===== config.mk =====
export PLATFORM = sky130hd
export DESIGN_NAME = card_number_luhn_brand_check
export DESIGN_NICKNAME = d
export VERILOG_FILES = /design/src/rtl/luhn_pkg.sv /design/src/rtl/card_number_luhn_brand_check.sv /design/src/rtl/luhn_bcd_conv.sv /design/src/rtl/luhn_digit_scan.sv
export SDC_FILE = /design/constraint.sdc
export NUM_CORES = 1
export LEC_CHECK = 0
export ABC_AREA = 1
export BUFFER_PORTS_ARGS = -buffer_cell sky130_fd_sc_hd__buf_4
export CORE_UTILIZATION = 35
export DETAILED_ROUTE_END_ITERATION = 8
export HOLD_SLACK_MARGIN = 0.12
export SLEW_MARGIN = 20
export SYNTH_ARGS = -nofsm -noshare
export SYNTH_HDL_FRONTEND = slang
export SYNTH_HIERARCHICAL = 1
export SYNTH_SLANG_ARGS = --single-unit

===== constraint.sdc =====
create_clock -name clk -period 2.6 [get_ports clk]
set_input_delay 0.39 -clock clk [delete_from_list [all_inputs] [get_ports clk]]
set_output_delay 0.39 -clock clk [all_outputs]
set_load 0.02 [all_outputs]

===== src/rtl/luhn_pkg.sv =====
// ----------------------------------------------------------------------------
// luhn_pkg: shared types and constants for the card number check
// Holds field widths, brand codes and the control and status structs that
// pass between the top level and the conversion and scan units.
// ----------------------------------------------------------------------------
package luhn_pkg;

	localparam int CARD_W    = 64;  // card number width
	localparam int BIT_CNT_W = 6;   // counts the binary bits of one card number
	localparam int DCNT_W    = 5;   // holds a digit index or a digit count (up to 20)

	localparam logic [1:0] BRAND_NONE  = 2'd0;
	localparam logic [1:0] BRAND_AM    = 2'd1;  // prefix 34/37, 15 digits
	localparam logic [1:0] BRAND_MC    = 2'd2;  // prefix 51..55, 16 digits
	localparam logic [1:0] BRAND_FOUR  = 2'd3;  // prefix 4x, 13 or 16 digits

	typedef struct packed {
		logic load;    // take a new card number, clear the BCD register
		logic dabble;  // one binary-to-BCD shift step
		logic dshift;  // shift the BCD register down by one digit
	} conv_ctrl_t;

	typedef struct packed {
		logic start;   // clear the accumulators
		logic step;    // consume one digit
	} scan_ctrl_t;

	typedef struct packed {
		logic              last;     // the digit being consumed is the top slot
		logic [3:0]        sum_mod;  // weighted sum modulo 10
		logic [DCNT_W-1:0] ndig;     // digit count up to the highest nonzero digit
		logic [3:0]        lead_d;   // most significant nonzero digit
		logic [3:0]        next_d;   // digit just below it
	} scan_stat_t;

endpackage


===== src/rtl/card_number_luhn_brand_check.sv =====
// ----------------------------------------------------------------------------
// card_number_luhn_brand_check: Luhn checksum and brand classification
// Converts a binary card number to decimal one bit per cycle, scans the
// digits one per cycle for the mod-10 sum, then classifies the brand.
// ----------------------------------------------------------------------------
//
//   channel | signals                          | beat carries
//   --------+----------------------------------+----------------------------
//   in      | in_valid, in_ready, card_value   | one card number (64 b)
//   out     | out_valid, out_ready,            | brand code (2 b), pass (1 b)
//           | brand_code, luhn_pass            |
//
// Each item passes through the conversion (one step per binary bit through the
// shift-add-3 converter), the scan (one step per decimal digit slot through
// the accumulator) and the load of the output register. Ready rises with the
// result, so the block works on one card number at a time. A new card
// number is taken once the previous one has reached the output register,
// even while that result waits. Reset clears the sequencer and the output
// valid; no memory needs clearing.
// A stalled output holds the finished result in the scan unit until the
// output register frees up.
// ----------------------------------------------------------------------------
module card_number_luhn_brand_check #(
	parameter int MAX_DIGITS = 19
) (
	input  logic                        clk,
	input  logic                        arst_n,
	input  logic                        in_valid,
	output logic                        in_ready,
	input  logic [luhn_pkg::CARD_W-1:0] card_value,
	output logic                        out_valid,
	input  logic                        out_ready,
	output logic [1:0]                  brand_code,
	output logic                        luhn_pass
);
	import luhn_pkg::*;

	// one spare slot catches numbers with one digit too many
	localparam int NDIG = MAX_DIGITS + 1;

	typedef enum logic [1:0] {
		ST_IDLE,
		ST_CONV,
		ST_SCAN,
		ST_DONE
	} state_t;

	state_t               state_q;
	logic [BIT_CNT_W-1:0] bit_cnt_q;
	logic                 out_valid_q;
	logic [1:0]           brand_q;
	logic                 pass_q;

	conv_ctrl_t conv_ctrl;
	scan_ctrl_t scan_ctrl;
	scan_stat_t stat;
	logic [3:0] digit;
	logic       ovf;
	logic       in_beat;
	logic       out_load;
	logic       pass_nx;
	logic [1:0] brand_nx;

	assign in_ready = (state_q == ST_IDLE);
	assign in_beat  = in_valid && in_ready;
	// move the finished result into the output register once it is free
	assign out_load = (state_q == ST_DONE) && (!out_valid_q || out_ready);

	assign conv_ctrl.load   = in_beat;
	assign conv_ctrl.dabble = (state_q == ST_CONV);
	assign conv_ctrl.dshift = (state_q == ST_SCAN);
	assign scan_ctrl.start  = in_beat;
	assign scan_ctrl.step   = (state_q == ST_SCAN);

	luhn_bcd_conv #(
		.NDIG(NDIG)
	) u_conv (
		.clk       (clk),
		.arst_n    (arst_n),
		.ctrl      (conv_ctrl),
		.card_value(card_value),
		.digit     (digit),
		.ovf       (ovf)
	);

	luhn_digit_scan #(
		.NDIG(NDIG)
	) u_scan (
		.clk   (clk),
		.arst_n(arst_n),
		.ctrl  (scan_ctrl),
		.digit (digit),
		.stat  (stat)
	);

	// Pass needs a zero sum, no overflow past the slots and a count in range.
	// Brand needs a pass and at least two digits for a prefix.
	always_comb begin
		pass_nx  = (stat.sum_mod == 4'd0) && !ovf &&
		           (stat.ndig <= DCNT_W'(MAX_DIGITS));
		brand_nx = BRAND_NONE;
		if (pass_nx && (stat.ndig >= DCNT_W'(2))) begin
			if (stat.lead_d == 4'd3 && (stat.next_d == 4'd4 || stat.next_d == 4'd7) &&
			    stat.ndig == DCNT_W'(15)) begin
				brand_nx = BRAND_AM;
			end else if (stat.lead_d == 4'd5 && stat.next_d inside {[4'd1:4'd5]} &&
			             stat.ndig == DCNT_W'(16)) begin
				brand_nx = BRAND_MC;
			end else if (stat.lead_d == 4'd4 &&
			             (stat.ndig == DCNT_W'(13) || stat.ndig == DCNT_W'(16))) begin
				brand_nx = BRAND_FOUR;
			end
		end
	end

	// sequencer and output register; the result payload holds until taken
	always_ff @(posedge clk or negedge arst_n) begin
		if (!arst_n) begin
			state_q     <= ST_IDLE;
			bit_cnt_q   <= '0;
			out_valid_q <= 1'b0;
			brand_q     <= BRAND_NONE;
			pass_q      <= 1'b0;
		end else begin
			case (state_q)
				ST_IDLE: begin
					if (in_beat) begin
						bit_cnt_q <= '0;
						state_q   <= ST_CONV;
					end
				end
				ST_CONV: begin
					bit_cnt_q <= bit_cnt_q + BIT_CNT_W'(1);
					if (bit_cnt_q == BIT_CNT_W'(CARD_W - 1)) begin
						state_q <= ST_SCAN;
					end
				end
				ST_SCAN: begin
					if (stat.last) begin
						state_q <= ST_DONE;
					end
				end
				ST_DONE: begin
					if (out_load) begin
						state_q <= ST_IDLE;
					end
				end
				default: begin
					state_q <= ST_IDLE;
				end
			endcase

			if (out_load) begin
				out_valid_q <= 1'b1;
				brand_q     <= brand_nx;
				pass_q      <= pass_nx;
			end else if (out_ready) begin
				out_valid_q <= 1'b0;
			end
		end
	end

	assign out_valid  = out_valid_q;
	assign brand_code = brand_q;
	assign luhn_pass  = pass_q;

endmodule


===== src/rtl/luhn_bcd_conv.sv =====
// ----------------------------------------------------------------------------
// luhn_bcd_conv: bit-serial binary to BCD converter
// Shift-add-3 over one bit per cycle, then hands the digits out one per
// cycle from the least significant end. Flags a value too wide for the slots.
// ----------------------------------------------------------------------------
module luhn_bcd_conv #(
	parameter int NDIG = 20
) (
	input  logic                       clk,
	input  logic                       arst_n,
	input  luhn_pkg::conv_ctrl_t       ctrl,
	input  logic [luhn_pkg::CARD_W-1:0] card_value,
	output logic [3:0]                 digit,
	output logic                       ovf
);
	import luhn_pkg::*;

	localparam int BCD_W = 4 * NDIG;

	logic [CARD_W-1:0] bin_q;
	logic [BCD_W-1:0]  bcd_q;
	logic [BCD_W-1:0]  adj;
	logic              ovf_q;

	// add 3 to every digit of 5 or more before the shift
	always_comb begin
		logic [3:0] d;
		adj = '0;
		for (int k = 0; k < NDIG; k++) begin
			d = bcd_q[4*k +: 4];
			adj[4*k +: 4] = (d >= 4'd5) ? d + 4'd3 : d;
		end
	end

	always_ff @(posedge clk or negedge arst_n) begin
		if (!arst_n) begin
			bin_q <= '0;
			bcd_q <= '0;
			ovf_q <= 1'b0;
		end else if (ctrl.load) begin
			bin_q <= card_value;
			bcd_q <= '0;
			ovf_q <= 1'b0;
		end else if (ctrl.dabble) begin
			bin_q <= {bin_q[CARD_W-2:0], 1'b0};
			bcd_q <= {adj[BCD_W-2:0], bin_q[CARD_W-1]};
			ovf_q <= ovf_q | adj[BCD_W-1];
		end else if (ctrl.dshift) begin
			bcd_q <= {4'd0, bcd_q[BCD_W-1:4]};
		end
	end

	assign digit = bcd_q[3:0];
	assign ovf   = ovf_q;

endmodule


===== src/rtl/luhn_digit_scan.sv =====
// ----------------------------------------------------------------------------
// luhn_digit_scan: one-digit-per-cycle Luhn accumulator
// Folds each digit into the weighted sum modulo 10 and tracks the digit
// count and the two leading digits.
// ----------------------------------------------------------------------------
module luhn_digit_scan #(
	parameter int NDIG = 20
) (
	input  logic                  clk,
	input  logic                  arst_n,
	input  luhn_pkg::scan_ctrl_t  ctrl,
	input  logic [3:0]            digit,
	output luhn_pkg::scan_stat_t  stat
);
	import luhn_pkg::*;

	logic [DCNT_W-1:0] idx_q;
	logic [3:0]        acc_q;
	logic [DCNT_W-1:0] ndig_q;
	logic [3:0]        lead_q;
	logic [3:0]        next_q;
	logic [3:0]        prev_q;

	logic [4:0] dbl;
	logic [3:0] wd;
	logic [4:0] sum;
	logic [3:0] acc_nx;

	// double odd positions, fold a two-digit result back to one digit
	always_comb begin
		dbl = {digit, 1'b0};
		if (dbl > 5'd9) begin
			dbl = dbl - 5'd9;
		end
		wd  = idx_q[0] ? dbl[3:0] : digit;
		sum = {1'b0, acc_q} + {1'b0, wd};
		acc_nx = (sum >= 5'd10) ? 4'(sum - 5'd10) : sum[3:0];
	end

	always_ff @(posedge clk or negedge arst_n) begin
		if (!arst_n) begin
			idx_q <= '0;
		end else if (ctrl.start) begin
			idx_q <= '0;
		end else if (ctrl.step) begin
			idx_q <= idx_q + DCNT_W'(1);
		end
	end

	always_ff @(posedge clk) begin
		if (ctrl.start) begin
			acc_q  <= '0;
			ndig_q <= '0;
			lead_q <= '0;
			next_q <= '0;
			prev_q <= '0;
		end else if (ctrl.step) begin
			acc_q  <= acc_nx;
			prev_q <= digit;
			if (digit != 4'd0) begin
				ndig_q <= idx_q + DCNT_W'(1);
				lead_q <= digit;
				next_q <= prev_q;
			end
		end
	end

	assign stat.last    = (idx_q == DCNT_W'(NDIG - 1));
	assign stat.sum_mod = acc_q;
	assign stat.ndig    = ndig_q;
	assign stat.lead_d  = lead_q;
	assign stat.next_d  = next_q;

endmodule


======== After elaboration in Yosys (flattened, before gate mapping) ========
Index checks and enable logic that the tools add are counted.
word-level totals
  register bits ........................... 183
  bits of input ports ..................... 68
  output and inout port bits .............. 5
  word-level logic and storage cells ...... 155
operators by class
  $add $sub $neg .......................... 25
  order comparisons ....................... 26
  equal/unequal tests ..................... 17
  multiplexer cells ....................... 45
  bitwise operators ....................... 1
  reductions and logical operators ........ 27
operators with widths
  cell                   count
  $mux W80               3
  $mux W64               2
  $mux W4                23
  $add A4 B2 Y4 const B  20
  $ge A4 B3 Y1 const B   20
  $eq A4 B3 Y1 const B   4
  $mux W2                8
  $pmux W6 S2            1
  $logic_and A1 B1 Y1    11
  $eq A5 B4 Y1 const B   2
  $eq A5 B5 Y1 const B   2
  $mux W5                2
  $pmux W2 S4            1
  $reduce_bool A2 Y1     4
  $sub A4 B4 Y4 const B  2
  $add A6 B1 Y6 const B  1
  $eq A6 B6 Y1 const B   1
  $mux W6                1
  $ne A2 B1 Y1 const B   3
  $add A4 B4 Y5          1
  $add A5 B1 Y5 const B  1
  $ge A5 B2 Y1 const B   1
  $ge A5 B4 Y1 const B   1
  $gt A5 B4 Y1 const B   1
  17 further kinds       25

======== Logic depth before layout (Yosys ltp) ========
Gate-level depths: netlist (run 1).
  depth in word-level cells ............... 7
  depth in mapped cells ................... 20

======== Cells and area by module ========
The synthesis (run 1) kept the hierarchy.
modules (own cells, without submodules)
  module                        times used  cells an instance  area an instance (um2)
  luhn_bcd_conv                 1           1155               8597.0
  luhn_digit_scan               1           166                1315.0
  card_number_luhn_brand_check  1           135                884.6

======== Worst setup path before layout (run 1) ========
OpenSTA, ideal clock, no wires.
  path kind ............................... register -> register
  start point ............................. register u_conv.bcd_q[0]
  end point ............................... register u_scan.acc_q[1]
  library setup time ...................... 113 ps
  arrival time ............................ 2669 ps
  setup slack ............................. -182 ps
  stages on the path, launching flop included .. 21
  path through ............................ dfrtp_1 > buf_4 > inv_1 > ha_1 > or2_4 > nand2_4 > nand2_1 > o21ai_0 > ha_1 > inv_1 > fa_1 > inv_1 > nand2_1 > and2_1 > ha_1 > nand2_1 > nand3_1 > nand2_1 > nand2_1 > nand3_1 > nand2_1
on the way
  cells in the longest elaborated chain, start to end .. 6
  elaborated cells on any way between the ends .. 8
  classes of those cells .................. 3 x add/sub; 2 x order compare; 3 x mux
ends and longest elaborated chain
  what                                                  RTL line                                      source
  from (decl)                                           luhn_bcd_conv.sv:21                           logic [BCD_W-1:0] bcd_q;
  from (signal assigned)                                luhn_bcd_conv.sv:46                           bcd_q <= {adj[BCD_W-2:0], bin_q[CARD_W-1]};
  from (signal assigned)                                luhn_bcd_conv.sv:49                           bcd_q <= {4'd0, bcd_q[BCD_W-1:4]};
  $sub A4 B4 Y4 / $gt A5 B4 Y1 (equally long branches)  luhn_digit_scan.sv:33, luhn_digit_scan.sv:32
  $mux W4                                               luhn_digit_scan.sv:32                         if (dbl > 5'd9) begin
  $mux W4 *                                             luhn_digit_scan.sv:35                         wd = idx_q[0] ? dbl[3:0] : digit;
  $add A4 B4 Y5 *                                       luhn_digit_scan.sv:36                         sum = {1'b0, acc_q} + {1'b0, wd};
  $sub A4 B4 Y4 / $ge A5 B4 Y1 (equally long branches)  luhn_digit_scan.sv:37                         acc_nx = (sum >= 5'd10) ? 4'(sum - 5'd10) : sum[3:0];
  $mux W4 *                                             luhn_digit_scan.sv:37
  to (signal assigned)                                  luhn_digit_scan.sv:58                         acc_q <= acc_nx;
  to (decl)                                             luhn_digit_scan.sv:18                         logic [3:0] acc_q;
Mark *: on every way between the ends. The rest lies on a longest branch, timed or not.
A chain may end at the register's enable or synchronous reset.

======== Worst setup path in the final report (run 1) ========
  start point ............................. register u_conv.bcd_q[1]
  end point ............................... register u_scan.acc_q[2]
The elaborated chain is that of the path after synthesis.

==> impl_metrics.tcl, run 1 <==
set metrics [dict create \
    dieArea_sq_um 31600 \
    antenna_found_initial 0 \
    drc_errors 0 \
    path_clk_slew_ns 0.07 \
    cts_tree "built" \
    hold_start "card_value[60]" \
    yosysMostFrequentCell "nand2_1" \
    n_antenna_cell 0 \
    ant_nets 0 \
    powerDensity_nw_per_um2 1290 \
    layout.cells.non_filler 1916 \
    dp_hpwl_um 17100 \
    clock_latency_ns 0.44 \
    portBuffers 72 \
    ys_seq_area_share_pct 41.4 \
    place_ws_ns 0.00152 \
    grtUsageTotal_pct 16.9 \
    syn_avg_cell_area_sq_um 7.42 \
    drt-total-wl_um 25600 \
    rows 63 \
    initial_core_util_pct 36.0 \
    ios 73 \
    grt_pass1_vias 9204 \
    synth_commonest_cells "nand2_1 (452), inv_1 (180), dfrtp_1 (162)" \
    post-route-period-util_pct 96.5 \
    endpoint_kind "flip-flop" \
    root_buffer "clkbuf_16" \
    vias 9627 \
    grt_max_degree 76 \
    critPathLaunchType "flip-flop" \
    critical_path.max_fanout 4 \
    drive_gt1_share_pct 11.0 \
    status "finished, final reports clean" \
    final-setup-viol-count 0 \
    cp.required_ns 2.93 \
    reg2reg_slack_ns 0.09 \
    clock_path_buffers 2 \
    peakVddDrop_v 0.000657 \
    synth_edf_count 0 \
    relSlewSlack_pct 59.2 \
    hold_end "u_conv/bin_q[60]" \
    synth-main-ff-cell "dfrtp_1" \
    synth_cell_types 40 \
    fillers 3085 \
    worstReg2RegStart "u_conv/bcd_q[1]" \
    p_leak_uw 0.00603 \
    finClkSkew_ns 0.0113 \
    synth_area_leaders "dfrtp_1 (38%), nand2_1 (16%), inv_1 (6.3%)" \
    drtIter0Drc 538 \
    async_flop_share_pct 88.5 \
    grt_first_pass_wirelength_um 43500 \
    p_total_uw 16000 \
    fp.coreArea_sq_um 30000 \
    synth_seq_cells 183 \
    reg2reg_depth 19 \
    hold_viol 0 \
    die_y_um 178 \
    syn_inst 1456 \
    synth.top_cell.area_share_pct 37.5 \
    synth_area_leader_cell "dfrtp_1" \
    reg2reg_to "u_scan/acc_q[2]" \
    rsz0062_at_grt "true" \
    crit_type "flip-flop to flip-flop" \
    worstPathArrival_ns 2.84 \
    setup_tns_ns 0 \
    htree_levels 4 \
    hold_depth 3 \
    yosys_warnings 6 \
    dp.cells 1880 \
    period_minus_slack_ns 2.51 \
    postSynthNetCount 1577 \
    dr.pass1.iters 5 \
    vias_per_cell 5.02 \
    tightestPinTransition_ns 0.611 \
    slew_violations 0 \
    cts_sinks 183 \
    grt_overflow 0 \
    numCtsBuffers 17 \
    wl_per_cell_um 13.4 \
    max_cap_viol_count 0 \
    setup_ws_ns 0.0922 \
    gp_congestion 0.816 \
    area_delta_synth_final_pct 15.3 \
    hp-class "primary input to flip-flop" \
    die_w_um 178 \
    final_util_pct 41.5 \
    final_nets 1634 \
    synth_area_sq_um 10800 \
    fmax_ghz 0.399 \
]
[worst max-delay path by stage]
stage | slack (ns) | start | end
after global routing | -0.05 | u_conv/bcd_q[0] | u_scan/acc_q[2]
after detailed placement | 0.002 | u_conv/bcd_q[0] | u_scan/acc_q[1]
after floorplan | 0.003 | u_conv/bcd_q[0] | u_scan/acc_q[1]
final | 0.09 | u_conv/bcd_q[1] | u_scan/acc_q[2]
after global placement | 0.07 | u_conv/bcd_q[0] | u_scan/acc_q[2]
after CTS | 0.002 | u_conv/bcd_q[0] | u_scan/acc_q[2]
[power breakdown]
group / internal (uW) / switching [uW] / total (uW) / leakage, uW
clock: 1490 / 1180 / 2670 / 0.000295
sequential: 4060 / 918 / 4980 / 0.00225
combinational: 3000 / 5350 / 8360 / 0.00348
[sequential cells by signal, summed over array words and instances, names as in the netlist]
register,flops
u_scan/prev_q,4
u_scan/ndig_q,5
u_scan/acc_q,4
u_scan/lead_q,4
brand_code,2
state_q,2
luhn_pass,1
u_conv/ovf,1
u_scan/next_q,4
bit_cnt_q,6
u_scan/idx_q,5
out_valid,1
u_conv/bin_q,64
u_conv/bcd_q,80
[worst max-delay path, stage by stage, from the launching register on]
cell and delay [ns]:
dfrtp_1 0.36, inv_2 0.06, ha_4 0.15, or2_4 0.26, nand2_4 0.08, xor2_2 0.13
nand2_1 0.07, o21ai_2 0.08, inv_2 0.06, fa_2 0.38, inv_2 0.06, nand2_2 0.04
and2_4 0.14, ha_4 0.16, nand2_2 0.05, nand3_2 0.08, nand2_2 0.08, nand2_1 0.05
nand3_1 0.06, nand2_1 0.05
[logic make-up (layout without fill, tap and decap cells)]
kind of cell | Yosys count | after routing | share of synthesized area (%)
XOR/XNOR | 5 | 5 | 0.475
buffers and inverters | 248 | 318 | 9.19
flip-flops | 183 | 183 | 41.4
AO/OA/AOI/OAI | 280 | 280 | 16.1
adder cells (fa/ha/maj) | 53 | 53 | 6.21
AND/OR/NAND/NOR | 687 | 687 | 26.6
[through the flow]
| stage | area, sq um | hold slack [ns] |
|---|---|---|
| after floorplan | 10800 | 0.0944 |
| after global placement | 11800 | 0.368 |
| after detailed placement | 11800 | 0.368 |
| after CTS | 12400 | 0.147 |
| after global routing | 12400 | 0.145 |
| final | 12400 | 0.161 |
[placed cells by master, fill, tap and decap left out, drive strengths merged, types with 3 or more instances in the layout]
cell type | Yosys | final
clkbuf | 25 | 21
o21bai | 19 | 19
inv | 189 | 193
nand2 | 454 | 454
nor2 | 79 | 79
o211ai | 21 | 21
o21ai | 105 | 105
a21oi | 64 | 64
xor2 | 4 | 4
o22ai | 23 | 23
o221ai | 44 | 44
dfxtp | 21 | 21
nor3 | 3 | 3
ha | 52 | 52
dfrtp | 162 | 162
or2 | 4 | 4
nand4 | 42 | 42
nand3 | 100 | 100
clkinv | 0 | 5
buf | 34 | 96
[repair_timing]
item	4_1_cts	5_1_grt
hold buffers	1	0
endpoints found under the hold margin	44	0
gates resized for setup	0	7
buffers inserted	1	2
endpoints found under the setup margin	2	3
pin swaps	1	5
[layer usage]
layer  vias to the layer above  GRT usage (%)  share of wire [%]
met5                         -              0                  0
met4                         0           5.09               0.98
met3                        14           2.61                2.2
met2                       103           28.3                 49
met1                      4592           22.2                 48
li1                       4918              -                  -
[cell type report]
cell class / instances / area, sq um / area share (%)
tap: 390 / 488 / 3.92
timing repair buffer: 97 / 785 / 6.30
clock inverter: 11 / 138 / 1.11
inverter: 189 / 712 / 5.72
sequential: 183 / 4470 / 36.0
clock buffer: 21 / 460 / 3.70
multi-input combinational: 1025 / 5390 / 43.3
(Power assumes the default switching activity.)
==> inputs of run 2 (changes only) <==
- MAX_ROUTING_LAYER: unset -> met4
==> impl_metrics.tcl, run 2 (synthesis results as in run 1) <==
set metrics [dict create \
    area_delta_synth_final_pct 15.3 \
    drive_gt1_share_pct 11.0 \
    hold_viol 0 \
    hp-class "primary input to flip-flop" \
    slew_violations 0 \
    rsz0062_at_grt "true" \
    largest-register "u_conv/bcd_q" \
    power_frac_comb_pct 52.2 \
    largest_reg_flops 80 \
    seqPwrFrac_pct 31.1 \
    final_nets 1634 \
    worstPathArrival_ns 2.84 \
    portBuffers 72 \
    root_buffer "clkbuf_16" \
    antenna_found_initial 0 \
    die_y_um 178 \
    numCtsBuffers 17 \
    clock_path_buffers 2 \
    fp.coreArea_sq_um 30000 \
    p_leak_uw 0.00603 \
    ant_nets 0 \
    drc_errors 0 \
    n_antenna_cell 0 \
    cp_num_cells 19 \
    grt_first_pass_wirelength_um 43500 \
    critical_path_buf_inv_count 3 \
    finClkSkew_ns 0.0107 \
    rows 63 \
    drt-total-wl_um 25600 \
    gp_congestion 0.828 \
    final_common_cell "nand2_1" \
    dr.pass1.iters 5 \
    cpPeakStageDelay_ns 0.38 \
    hold_depth 3 \
    cp.required_ns 2.92 \
    final_util_pct 41.5 \
    clkPwrFrac_pct 16.7 \
    reg_top3 "u_conv/bcd_q x80, u_conv/bin_q x64, bit_cnt_q x6" \
    endpoint_kind "flip-flop" \
    path_clk_slew_ns 0.07 \
    period_minus_slack_ns 2.51 \
    status "finished, final reports clean" \
    final_cell_mix "nand2_1 (448), inv_1 (175), dfrtp_1 (162)" \
    initial_core_util_pct 36.0 \
    vias_per_cell 5.02 \
    intPower_uw 8550 \
    die_w_um 178 \
    fillers 3085 \
    peakVddDrop_v 0.000656 \
    tightestPinTransition_ns 0.614 \
    post-route-period-util_pct 96.6 \
    grt_pass1_vias 9211 \
    switching_power_uw 7440 \
    clock_latency_ns 0.44 \
    cts_tree "built" \
    cpLargestDelayFamily "simple AND/OR/NAND/NOR gates" \
    final-setup-viol-count 0 \
    ios 73 \
    setup_tns_ns 0 \
    grtUsageTotal_pct 17.3 \
    relSlewSlack_pct 59.1 \
    grt_max_degree 76 \
    dieArea_sq_um 31600 \
    critPathLaunchType "flip-flop" \
    dp_hpwl_um 17100 \
    drtIter0Drc 511 \
    cts_sinks 183 \
    grt_overflow 0 \
    reg2reg_depth 19 \
    htree_levels 4 \
    wl_per_cell_um 13.4 \
    crit_type "flip-flop to flip-flop" \
    cpMaxStageDelayCell "fa_2" \
    fmax_ghz 0.398 \
    power_switching_share_pct 46.5 \
    powerDensity_nw_per_um2 1290 \
    critical_path.max_fanout 4 \
    max_cap_viol_count 0 \
    crit_path_cell_trace "inv_2 > ha_4 > or2_4 > nand2_4 > xor2_2 > nand2_1 > o21ai_2 > inv_2 > fa_2 > inv_2 > nand2_2 > and2_4 > ha_4 > nand2_2 > nand3_2 > nand2_2 > nand2_1 > nand3_1 > nand2_1" \
    holdWs_ns 0.165 \
    vias 9619 \
]
## run 2: timing repair
action	CTS	global route
gates resized for setup	0	7
endpoints found under the setup margin	2	3
pin swaps	1	5
hold buffers	1	0
buffers inserted	1	2
endpoints found under the hold margin	44	0
## run 2: layout make-up
cell class	count	area [sq um]	area share, %
multi-input cells	1025	5390	43.3
flip-flops and latches	183	4470	36.0
repair buffers	97	785	6.30
inverters	189	712	5.72
well taps	390	488	3.92
clock buffers	21	460	3.70
clock inverters	11	138	1.11
## run 2: layer usage
layer / track usage [%] / part of all wire, % / vias to the layer above
met5: - / 0 / -
met4: 4.34 / 0.77 / 0
met3: 3.00 / 2.1 / 13
met2: 28.4 / 49 / 87
met1: 22.2 / 48 / 4596
li1: - / - / 4923
## run 2: worst register-to-register path, stage by stage (launching register included)
cell and delay (ns):
dfrtp_1 0.36, inv_2 0.06, ha_4 0.15, or2_4 0.26
nand2_4 0.08, xor2_2 0.13, nand2_1 0.07, o21ai_2 0.08
inv_2 0.06, fa_2 0.38, inv_2 0.06, nand2_2 0.04
and2_4 0.14, ha_4 0.16, nand2_2 0.05, nand3_2 0.08
nand2_2 0.08, nand2_1 0.05, nand3_1 0.06, nand2_1 0.05
## run 2: through the flow
| step | instance area [sq um] | instances | total power (uW) | worst slack (ns) |
|---|---|---|---|---|
| 2_1_floorplan | 10800 | 1456 | 11300 | 0.00265 |
| 3_3_place_gp | 11800 | 1880 | 13100 | 0.0734 |
| 3_5_place_dp | 11800 | 1880 | 13300 | 0.00152 |
| 4_1_cts | 12400 | 1914 | 16100 | 0.00209 |
| 5_1_grt | 12400 | 1916 | 17600 | -0.0523 |
| 6_report | 12400 | 1916 | 16000 | 0.0887 |
## run 2: worst paths after layout
| check | start | slack [ns] | end |
|---|---|---|---|
| hold / removal | card_value[60] | 0.16 | u_conv/bin_q[60] |
| setup reg to reg | u_conv/bcd_q[1] | 0.09 | u_scan/acc_q[2] |
| min in group asynchronous | arst_n | 0.47 | u_conv/bcd_q[39] |
| hold reg to reg | u_scan/prev_q[0] | 0.46 | u_scan/next_q[0] |
| setup / recovery | u_conv/bcd_q[1] | 0.09 | u_scan/acc_q[2] |
| max in group asynchronous | arst_n | 1.43 | u_conv/bcd_q[8] |
## run 2: power by group through the flow
stage          combinational [uW]  clock, uW  sequential (uW)
3_3_place_gp                 8140          0             5000
3_5_place_dp                 8310          0             5010
5_1_grt                      9620       2860             5160
4_1_cts                      8340       2760             4970
6_report                     8350       2670             4980
2_1_floorplan                6470          0             4780
